$ cat src/rtl/pra_pkg.sv
// Shared constants and types for the page run allocator.
package pra_pkg;

  localparam int unsigned NumPages = 1024;
  localparam int unsigned PageW    = $clog2(NumPages);
  localparam int unsigned CntW     = PageW + 1;
  localparam int unsigned ReqW     = CntW;
  localparam int unsigned FreeW    = PageW;
  localparam int unsigned StatW    = 2;
  localparam int unsigned AddrW    = 3;
  localparam int unsigned DataW    = 32;

  typedef logic [1:0]       pg_t;
  typedef logic [CntW-1:0]  cnt_t;
  typedef logic [StatW-1:0] status_t;

  localparam pg_t PgFree   = 2'd0;
  localparam pg_t PgMarked = 2'd1;
  localparam pg_t PgRstart = 2'd2;

  localparam status_t StatusOk      = 2'd0;
  localparam status_t StatusNoSpace = 2'd1;
  localparam status_t StatusOutside = 2'd2;

  localparam logic CmdAlloc = 1'b0;
  localparam logic CmdFree  = 1'b1;

  localparam logic [AddrW-3:0] RegRegionStart = '0;

endpackage

$ cat src/rtl/pra_if.sv
// Request and response channel interfaces.
interface pra_req_if;
  logic                     valid;
  logic                     ready;
  logic                     cmd;
  logic [pra_pkg::ReqW-1:0]  req_pages;
  logic [pra_pkg::FreeW-1:0] run_page;
  modport source (output valid, cmd, req_pages, run_page, input ready);
  modport sink   (input valid, cmd, req_pages, run_page, output ready);
endinterface

interface pra_rsp_if;
  logic                     valid;
  logic                     ready;
  logic [pra_pkg::StatW-1:0] status;
  logic [pra_pkg::PageW-1:0] start_page;
  logic [pra_pkg::CntW-1:0]  pages_freed;
  logic [pra_pkg::CntW-1:0]  break_page;
  modport source (output valid, status, start_page, pages_freed, break_page, input ready);
  modport sink   (input valid, status, start_page, pages_freed, break_page, output ready);
endinterface

$ cat src/rtl/pra_cell.sv
// One page entry of the rotating page map.
module pra_cell (
  input  logic          clk_i,
  input  logic          rst_ni,
  input  logic          shift_i,
  input  pra_pkg::pg_t  d_i,
  output pra_pkg::pg_t  q_o
);

  pra_pkg::pg_t pg_q;

  // Take the neighbour's entry on each shift
  always_ff @(posedge clk_i or negedge rst_ni) begin
    if (!rst_ni) begin
      pg_q <= pra_pkg::PgFree;
    end else if (shift_i) begin
      pg_q <= d_i;
    end
  end

  assign q_o = pg_q;

endmodule

$ cat src/rtl/pra_ring.sv
// Ring of page cells; the head entry is updated and re-enters at the tail.
module pra_ring (
  input  logic          clk_i,
  input  logic          rst_ni,
  input  logic          shift_i,
  input  pra_pkg::pg_t  tail_i,
  output pra_pkg::pg_t  head_o
);

  pra_pkg::pg_t link [pra_pkg::NumPages];

  for (genvar g = 0; g < pra_pkg::NumPages; g++) begin : g_cell
    pra_pkg::pg_t d;
    if (g == pra_pkg::NumPages - 1) begin : g_tail
      assign d = tail_i;
    end else begin : g_mid
      assign d = link[g+1];
    end
    pra_cell u_cell (
      .clk_i   (clk_i),
      .rst_ni  (rst_ni),
      .shift_i (shift_i),
      .d_i     (d),
      .q_o     (link[g])
    );
  end

  assign head_o = link[0];

endmodule

$ cat src/rtl/page_run_allocator.sv
// Top level of the page run allocator: control, break pointer and config port.
//
//  channel  dir  handshake       payload
//  req_i    in   valid/ready     cmd, req_pages, run_page
//  rsp_o    out  valid/ready     status, start_page, pages_freed, break_page
//  apb      in   psel/penable    paddr, pwdata, prdata
//
// The page map rotates through a ring of NumPages cells, one page per cycle while a scan,
// mark or clear revolution runs. Allocate: one scan revolution, then one marking revolution
// if a place is found. Free: one clearing revolution; bad requests skip the ring.
// Reset clears the whole map at once; the break starts at the region start.
// A result waits in the output register; the next request is taken meanwhile.
module page_run_allocator (
  input  logic                         clk_i,
  input  logic                         rst_ni,
  pra_req_if.sink                      req_i,
  pra_rsp_if.source                    rsp_o,
  input  logic                         psel,
  input  logic                         penable,
  input  logic                         pwrite,
  input  logic [pra_pkg::AddrW-1:0]    paddr,
  input  logic [pra_pkg::DataW-1:0]    pwdata,
  output logic [pra_pkg::DataW-1:0]    prdata,
  output logic                         pready
);

  typedef enum logic [5:0] {
    S_IDLE   = 6'b000001,
    S_SCAN   = 6'b000010,
    S_DECIDE = 6'b000100,
    S_MARK   = 6'b001000,
    S_CLEAR  = 6'b010000,
    S_DONE   = 6'b100000
  } state_e;

  state_e state_q, state_d;

  logic [pra_pkg::ReqW-1:0] region_q;
  pra_pkg::cnt_t brk_q, brk_d, lo;
  pra_pkg::cnt_t pos_q, pos_d;
  pra_pkg::cnt_t n_q, n_d;
  logic [pra_pkg::FreeW-1:0] fp_q, fp_d;
  pra_pkg::cnt_t run_len_q, run_len_d, run_start_q, run_start_d;
  pra_pkg::cnt_t best_len_q, best_len_d, best_start_q, best_start_d;
  logic found_q, found_d;
  pra_pkg::cnt_t where_q, where_d;
  logic [pra_pkg::CntW:0] end_q, end_d;
  logic clearing_q, clearing_d;
  pra_pkg::cnt_t freed_q, freed_d, newbrk_q, newbrk_d;
  pra_pkg::status_t res_status_q, res_status_d;

  logic rsp_valid_q;
  pra_pkg::status_t out_status_q;
  logic [pra_pkg::PageW-1:0] out_start_q;
  pra_pkg::cnt_t out_freed_q, out_brk_q;

  logic shift, last_step, in_rng, clr, cfg_wr, load_out;
  pra_pkg::pg_t head, tail;
  pra_pkg::cnt_t fin_len, fin_start;
  logic fin_found;
  logic [pra_pkg::CntW:0] brk_sum;

  assign lo = (region_q > pra_pkg::ReqW'(pra_pkg::NumPages)) ?
              pra_pkg::CntW'(pra_pkg::NumPages) : region_q;
  assign shift     = (state_q == S_SCAN) || (state_q == S_MARK) || (state_q == S_CLEAR);
  assign last_step = (pos_q == pra_pkg::CntW'(pra_pkg::NumPages - 1));
  assign in_rng    = (pos_q >= lo) && (pos_q < brk_q);
  assign clr = (pos_q == {1'b0, fp_q}) ||
               (clearing_q && (head != pra_pkg::PgRstart) && (head != pra_pkg::PgFree));
  assign brk_sum = {1'b0, brk_q} + {1'b0, n_q};

  pra_ring u_ring (
    .clk_i   (clk_i),
    .rst_ni  (rst_ni),
    .shift_i (shift),
    .tail_i  (tail),
    .head_o  (head)
  );

  // Fold in the run still open at the end of the scan
  always_comb begin
    fin_found = found_q;
    fin_len   = best_len_q;
    fin_start = best_start_q;
    if (!found_q && (run_len_q != '0)) begin
      if (run_len_q == n_q) begin
        fin_found = 1'b1;
      end else if (run_len_q > best_len_q) begin
        fin_len   = run_len_q;
        fin_start = run_start_q;
      end
    end
  end

  // Head update for the current revolution
  always_comb begin
    tail = head;
    case (state_q)
      S_MARK: begin
        if (pos_q == where_q) begin
          tail = pra_pkg::PgRstart;
        end else if (pos_q > where_q && {1'b0, pos_q} < end_q) begin
          tail = pra_pkg::PgMarked;
        end
      end
      S_CLEAR: begin
        if (clr) tail = pra_pkg::PgFree;
      end
      default: tail = head;
    endcase
  end

  // Sequencer
  always_comb begin
    state_d      = state_q;
    pos_d        = pos_q;
    n_d          = n_q;
    fp_d         = fp_q;
    brk_d        = brk_q;
    run_len_d    = run_len_q;
    run_start_d  = run_start_q;
    best_len_d   = best_len_q;
    best_start_d = best_start_q;
    found_d      = found_q;
    where_d      = where_q;
    end_d        = end_q;
    clearing_d   = clearing_q;
    freed_d      = freed_q;
    newbrk_d     = newbrk_q;
    res_status_d = res_status_q;
    load_out     = 1'b0;
    case (state_q)
      S_IDLE: begin
        if (req_i.valid) begin
          n_d          = req_i.req_pages;
          fp_d         = req_i.run_page;
          pos_d        = '0;
          run_len_d    = '0;
          best_len_d   = '0;
          best_start_d = '0;
          found_d      = 1'b0;
          where_d      = '0;
          clearing_d   = 1'b0;
          freed_d      = '0;
          newbrk_d     = lo;
          res_status_d = pra_pkg::StatusOk;
          if (req_i.cmd == pra_pkg::CmdAlloc) begin
            if (req_i.req_pages == '0) begin
              res_status_d = pra_pkg::StatusNoSpace;
              state_d      = S_DONE;
            end else begin
              state_d = S_SCAN;
            end
          end else if ({1'b0, req_i.run_page} < lo ||
                       {1'b0, req_i.run_page} >= pra_pkg::CntW'(pra_pkg::NumPages)) begin
            res_status_d = pra_pkg::StatusOutside;
            state_d      = S_DONE;
          end else begin
            state_d = S_CLEAR;
          end
        end
      end
      S_SCAN: begin
        if (in_rng && !found_q) begin
          if (head == pra_pkg::PgFree) begin
            if (run_len_q == '0) run_start_d = pos_q;
            run_len_d = run_len_q + 1'b1;
          end else begin
            if (run_len_q == n_q) begin
              found_d = 1'b1;
              where_d = run_start_q;
            end else if (run_len_q > best_len_q) begin
              best_len_d   = run_len_q;
              best_start_d = run_start_q;
            end
            run_len_d = '0;
          end
        end
        pos_d = pos_q + 1'b1;
        if (last_step) state_d = S_DECIDE;
      end
      S_DECIDE: begin
        pos_d   = '0;
        state_d = S_MARK;
        if (fin_found) begin
          if (!found_q) where_d = run_start_q;
        end else if (fin_len != '0 && fin_len >= n_q) begin
          where_d = fin_start;
        end else if (brk_sum <= (pra_pkg::CntW+1)'(pra_pkg::NumPages)) begin
          where_d = brk_q;
          brk_d   = brk_sum[pra_pkg::CntW-1:0];
        end else begin
          res_status_d = pra_pkg::StatusNoSpace;
          state_d      = S_DONE;
        end
        end_d = {1'b0, where_d} + {1'b0, n_q};
      end
      S_MARK: begin
        pos_d = pos_q + 1'b1;
        if (last_step) state_d = S_DONE;
      end
      S_CLEAR: begin
        clearing_d = clr;
        if (clr) freed_d = freed_q + 1'b1;
        if (tail != pra_pkg::PgFree && pos_q >= lo && pos_q < brk_q) begin
          newbrk_d = pos_q + 1'b1;
        end
        pos_d = pos_q + 1'b1;
        if (last_step) begin
          if (brk_q > lo) brk_d = newbrk_d;
          state_d = S_DONE;
        end
      end
      S_DONE: begin
        if (!rsp_valid_q || rsp_o.ready) begin
          load_out = 1'b1;
          state_d  = S_IDLE;
        end
      end
      default: state_d = S_IDLE;
    endcase
  end

  assign cfg_wr = psel && penable && pwrite &&
                  (paddr[pra_pkg::AddrW-1:2] == pra_pkg::RegRegionStart);

  // Control registers
  always_ff @(posedge clk_i or negedge rst_ni) begin
    if (!rst_ni) begin
      state_q     <= S_IDLE;
      region_q    <= '0;
      brk_q       <= '0;
      rsp_valid_q <= 1'b0;
      clearing_q  <= 1'b0;
      found_q     <= 1'b0;
    end else begin
      state_q    <= state_d;
      clearing_q <= clearing_d;
      found_q    <= found_d;
      if (cfg_wr) begin
        region_q <= pwdata[pra_pkg::ReqW-1:0];
        brk_q    <= (pwdata[pra_pkg::ReqW-1:0] > pra_pkg::ReqW'(pra_pkg::NumPages)) ?
                    pra_pkg::CntW'(pra_pkg::NumPages) : pwdata[pra_pkg::ReqW-1:0];
      end else begin
        brk_q <= brk_d;
      end
      if (load_out) begin
        rsp_valid_q <= 1'b1;
      end else if (rsp_o.ready) begin
        rsp_valid_q <= 1'b0;
      end
    end
  end

  // Working and result registers
  always_ff @(posedge clk_i) begin
    pos_q        <= pos_d;
    n_q          <= n_d;
    fp_q         <= fp_d;
    run_len_q    <= run_len_d;
    run_start_q  <= run_start_d;
    best_len_q   <= best_len_d;
    best_start_q <= best_start_d;
    where_q      <= where_d;
    end_q        <= end_d;
    freed_q      <= freed_d;
    newbrk_q     <= newbrk_d;
    res_status_q <= res_status_d;
    if (load_out) begin
      out_status_q <= res_status_q;
      out_brk_q    <= brk_q;
      out_start_q  <= '0;
      out_freed_q  <= '0;
      if (res_status_q == pra_pkg::StatusOk) begin
        out_start_q <= where_q[pra_pkg::PageW-1:0];
        out_freed_q <= freed_q;
      end
    end
  end

  assign req_i.ready       = (state_q == S_IDLE);
  assign rsp_o.valid       = rsp_valid_q;
  assign rsp_o.status      = out_status_q;
  assign rsp_o.start_page  = out_start_q;
  assign rsp_o.pages_freed = out_freed_q;
  assign rsp_o.break_page  = out_brk_q;
  assign pready            = 1'b1;
  assign prdata = (paddr[pra_pkg::AddrW-1:2] == pra_pkg::RegRegionStart) ?
                  pra_pkg::DataW'(region_q) : '0;

`ifndef ASSERT_OFF
  a_state_onehot: assert property (@(posedge clk_i) disable iff (!rst_ni)
    $onehot(state_q)) else $error("state not one-hot");

  a_brk_range: assert property (@(posedge clk_i) disable iff (!rst_ni)
    brk_q <= pra_pkg::CntW'(pra_pkg::NumPages)) else $error("break beyond map");

  a_pos_range: assert property (@(posedge clk_i) disable iff (!rst_ni)
    shift |-> pos_q < pra_pkg::CntW'(pra_pkg::NumPages)) else $error("ring position overrun");

  a_load_done: assert property (@(posedge clk_i) disable iff (!rst_ni)
    load_out |=> rsp_valid_q && state_q == S_IDLE) else $error("result not presented");
`endif

endmodule

$ cat src/flat_wrapper.sv
// flat-port wrapper written by rule: the top's interface ports become plain ports
module page_run_allocator_flat 
  (clk_i, rst_ni, psel, penable, pwrite, paddr, pwdata, prdata, pready, req_i_valid, req_i_cmd, req_i_req_pages, req_i_run_page, req_i_ready, rsp_o_valid, rsp_o_status, rsp_o_start_page, rsp_o_pages_freed, rsp_o_break_page, rsp_o_ready);
  pra_req_if req_i_i ();
  pra_rsp_if rsp_o_i ();
  input  logic clk_i;
  input  logic rst_ni;
  input  logic psel;
  input  logic penable;
  input  logic pwrite;
  input  logic [pra_pkg::AddrW-1:0] paddr;
  input  logic [pra_pkg::DataW-1:0] pwdata;
  output logic [pra_pkg::DataW-1:0] prdata;
  output logic pready;
  input wire logic [$bits(req_i_i.valid)-1:0] req_i_valid;
  input wire logic [$bits(req_i_i.cmd)-1:0] req_i_cmd;
  input wire logic [$bits(req_i_i.req_pages)-1:0] req_i_req_pages;
  input wire logic [$bits(req_i_i.run_page)-1:0] req_i_run_page;
  output wire logic [$bits(req_i_i.ready)-1:0] req_i_ready;
  output wire logic [$bits(rsp_o_i.valid)-1:0] rsp_o_valid;
  output wire logic [$bits(rsp_o_i.status)-1:0] rsp_o_status;
  output wire logic [$bits(rsp_o_i.start_page)-1:0] rsp_o_start_page;
  output wire logic [$bits(rsp_o_i.pages_freed)-1:0] rsp_o_pages_freed;
  output wire logic [$bits(rsp_o_i.break_page)-1:0] rsp_o_break_page;
  input wire logic [$bits(rsp_o_i.ready)-1:0] rsp_o_ready;
  assign req_i_i.valid = req_i_valid;
  assign req_i_i.cmd = req_i_cmd;
  assign req_i_i.req_pages = req_i_req_pages;
  assign req_i_i.run_page = req_i_run_page;
  assign req_i_ready = req_i_i.ready;
  assign rsp_o_valid = rsp_o_i.valid;
  assign rsp_o_status = rsp_o_i.status;
  assign rsp_o_start_page = rsp_o_i.start_page;
  assign rsp_o_pages_freed = rsp_o_i.pages_freed;
  assign rsp_o_break_page = rsp_o_i.break_page;
  assign rsp_o_i.ready = rsp_o_ready;
  page_run_allocator u_core (.clk_i(clk_i), .rst_ni(rst_ni), .req_i(req_i_i), .rsp_o(rsp_o_i), .psel(psel), .penable(penable), .pwrite(pwrite), .paddr(paddr), .pwdata(pwdata), .prdata(prdata), .pready(pready));
endmodule
$ cat config.mk
export PLATFORM = sky130hd
export DESIGN_NAME = page_run_allocator_flat
export DESIGN_NICKNAME = d
export VERILOG_FILES = /design/src/rtl/pra_pkg.sv /design/src/rtl/pra_if.sv /design/src/rtl/pra_cell.sv /design/src/rtl/pra_ring.sv /design/src/rtl/page_run_allocator.sv /design/src/flat_wrapper.sv
export SDC_FILE = /design/constraint.sdc
export NUM_CORES = 2
export LEC_CHECK = 0
export ABC_CLOCK_PERIOD_IN_PS = 10780
export BUFFER_PORTS_ARGS = -buffer_cell sky130_fd_sc_hd__buf_4
export CORE_MARGIN = 2
export CORE_UTILIZATION = 25
export CTS_BUF_LIST = sky130_fd_sc_hd__clkbuf_8
export CTS_CLUSTER_SIZE = 10
export DETAILED_ROUTE_END_ITERATION = 10
export GPL_TIMING_DRIVEN = 0
export PLACE_DENSITY = 0.42
export REMOVE_ABC_BUFFERS = 1
export SYNTH_ARGS = -nofsm -noshare
export SYNTH_HDL_FRONTEND = slang
export SYNTH_SLANG_ARGS = --single-unit
$ cat constraint.sdc
create_clock -name clk_i -period 10.78 [get_ports clk_i]
set_input_delay 0.539 -clock clk_i [delete_from_list [all_inputs] [get_ports clk_i]]
set_output_delay 0.539 -clock clk_i [all_outputs]
set_load 0.05 [all_outputs]
==> results_dict.tcl <==
set metrics [dict create \
    crit_path_max_incr_delay_ns 0.81 \
    ant_nets 0 \
    critical_path.endpoint_type "flip-flop" \
    antenna_found_initial 2 \
    coreArea_um2 352000 \
    leakage_nw 57.6 \
    path_class "flip-flop to flip-flop" \
    slew_headroom_pct 14.1 \
    power.density_nw_per_um2 216 \
    status "complete, no violations" \
    setup_ws_ns 2.58 \
    die_w_um 599 \
    wl_um 177000 \
    grt_max_degree 180 \
    ctsResizeCount 0 \
    final_nets 10300 \
    synth-seq-area-share_pct 64.2 \
    area_growth_pct 18.2 \
    drive_gt1_share_pct 9.43 \
    syn_area_per_cell_um2 8.99 \
    fin_tns_setup_ns 0 \
    clock-root-buffer "clkbuf_8" \
    finClkSkew_ns 0.0584 \
    min_path_type "primary input to async pin" \
    grt_busiest_layer "met2" \
    hold_buffers 37 \
    die_h_um 599 \
    maxCapViolCount 0 \
    grt_usage_pct 10.0 \
    syn_inst 9839 \
    synth_cell_types 77 \
    critPathArrivalTime_ns 8.96 \
    cp_common_cell "o21ai_0" \
    cp.required_ns 11.54 \
    io_buffers 87 \
    synthArstFlopShare_pct 93.0 \
    placed_area_um2 96000 \
    max_freq_mhz 122 \
    initial_utilization_pct 25.1 \
    synth_area_leaders "dfrtp_1 59%, nand2_1 26%, edfxtp_1 5.3%, clkbuf_1 2.1%, ha_1 1.6%" \
    yosysTopAreaCell "dfrtp_1" \
    ir_worst_vdd_uv 149 \
    postCtsSetupBuffers 0 \
    clock_latency_ns 0.96 \
    cts_buffer_depth 4 \
    grt_pass1_vias 62800 \
    synthFlopType "dfrtp_1" \
    tightest_slew_ns 1.29 \
    clk_pin_slew_ns 0.06 \
    yosysMostFrequentCell "nand2_1" \
    fin_crit_sh_pct 76.0 \
    reg2reg_depth 28 \
    gp_congestion 0.769 \
    ioPinCount 133 \
    fp.dieArea_um2 358000 \
    synth_top_area_share_pct 58.8 \
    stdcell_count 15200 \
    numCtsBuffers 411 \
    slowest_stage "a2111oi_1" \
    avgRoutedWirePerCell_um 11.7 \
    timing.final.crit_period_ns 8.20 \
    grt-ovfl-total 0 \
    crit_fanout 13 \
    drt_iter0_drc 4386 \
    synth_seq_cells 2236 \
    final_area_um2 105000 \
    fp-row-count 218 \
    dp.final_hpwl_um 106000 \
    setup_violations 0 \
    grt_use_met3_pct 1.73 \
    rsz0062_at_grt "no" \
    use_met1_pct 13.4 \
    gr-usage-met2_pct 16.3 \
    routed-via-count 61800 \
    worstSetupStartpointType "flip-flop" \
    dp.cells 14400 \
    drc 0 \
    synthesis.area_um2 88400 \
    ys_warn_count 0 \
    grt_first_pass_wirelength_um 310000 \
    maxSlewViolCount 0 \
    via_per_inst 4.07 \
    dr.pass1.iters 6 \
    synthTopCellsByCount "6218 x nand2_1, 2078 x dfrtp_1, 485 x clkbuf_1" \
    clock-sinks 2236 \
    rrSetupSlack_ns 2.58 \
    dp_slack_ns 2.65 \
    synth_edf_count 157 \
    cts_tree "built" \
    h-tree-depth 5 \
    report.final.hold_viol_count 0 \
]
==> layer usage <==
metal / share of wire [%] / wire (um)
met1: 48 / 85200
met2: 45 / 79500
met3: 3.9 / 6900
met4: 3.3 / 5820
met5: 0 / 0
==> area by class of cell <==
class,count,area (um2)
Antenna cell,2,5.00
Clock buffer,508,6990
Multi-Input combinational cell,7020,29400
Clock inverter,222,1150
Fill cell,36800,248000
Tap cell,4730,5920
Inverter,81,304
Sequential cell,2236,56700
Timing Repair Buffer,390,3980
==> registers in the layout, summed over array words and instances, names as in the netlist, 2 cells and up <==
name and cells:
u_core.best_len_q 11, u_core.best_start_q 11, u_core.brk_q 11, u_core.end_q 12
u_core.fp_q 10, u_core.freed_q 11, u_core.n_q 11, u_core.newbrk_q 11
u_core.pos_q 11, u_core.region_q 11, u_core.res_status_q 2, u_core.rsp_o.break_page 11
u_core.rsp_o.pages_freed 11, u_core.rsp_o.start_page 10, u_core.rsp_o.status 2, u_core.run_len_q 11
u_core.run_start_q 11, u_core.state_q 6, u_core.u_ring.g_cell.u_cell.q_o 2048, u_core.where_q 11
==> worst max-delay path: cells and delay by family, from the launching register on <==
kind                     cells  cell delay, ns
adder cells (fa/ha/maj)      3            1.13
flip-flops                   1            0.60
buffers and inverters        2            0.37
AND/OR/NAND/NOR              9            1.64
AO/OA/AOI/OAI               14            4.26
==> path summary, 6_finish.rpt <==
check / startpoint / end
max: u_core.run_len_q[6] / u_core.end_q[10]
max in group asynchronous: rst_ni / u_core.u_ring.g_cell[902].u_cell.q_o[1]
min: rst_ni / u_core.u_ring.g_cell[680].u_cell.q_o[1]
min reg2reg: u_core.u_ring.g_cell[942].u_cell.q_o[0] / u_core.u_ring.g_cell[941].u_cell.q_o[0]
max reg2reg: u_core.run_len_q[6] / u_core.end_q[10]
min in group clk_i: req_i_req_pages[9] / u_core.n_q[9]
==> report_power, final <==
group          switching [W]  total [W]  internal (W)
logic                0.00364    0.00539       0.00175
clock network        0.00357    0.00791       0.00434
registers           0.000412    0.00929       0.00887
==> placed cells by master, fill, tap and decap left out, types with 8 or more instances in the layout <==
master	count
mux2_4	8
clkinv_2	59
dfrtp_1	2078
and2_1	27
mux2i_1	61
nor2b_1	17
ha_1	110
nand2b_1	13
nor3_1	38
xnor2_1	27
clkbuf_8	508
nand3_1	35
a21o_1	12
buf_4	284
o21ai_0	66
mux2_2	12
nand4_1	16
buf_16	41
nor2_1	93
dlygate4sd3_1	37
xor2_1	31
nand2_1	6218
conb_1	22
nor4_1	13
a211oi_1	11
inv_1	214
o21a_1	9
and3_1	9
a221oi_1	19
edfxtp_1	157
buf_6	23
a21oi_1	46
==> metrics by stage <==
stage | hold WS [ns] | util [%] | power, W
after CTS | 0.128 | 29.7 | 0.0232
final | 0.177 | 29.7 | 0.0226
after global placement | 0.448 | 26.4 | 0.0129
after floorplan | 0.243 | - | 0.0117
after global routing | 0.203 | 29.7 | 0.0241
after detailed placement | 0.448 | 27.2 | 0.0149
==> kinds of logic (layout without fill, tap and decap cells) <==
kind of cell | after synthesis | in the layout | synth area share (%)
other | 2 | 24 | 0.00849
buffers and inverters | 603 | 1201 | 2.69
adder cells (fa/ha/maj) | 112 | 112 | 1.60
multiplexers | 81 | 81 | 0.979
flip-flops | 2236 | 2236 | 64.2
AND/OR/NAND/NOR | 6522 | 6522 | 28.3
XOR/XNOR | 58 | 58 | 0.575
AO/OA/AOI/OAI | 225 | 225 | 1.71
(Power assumes the default switching activity.)
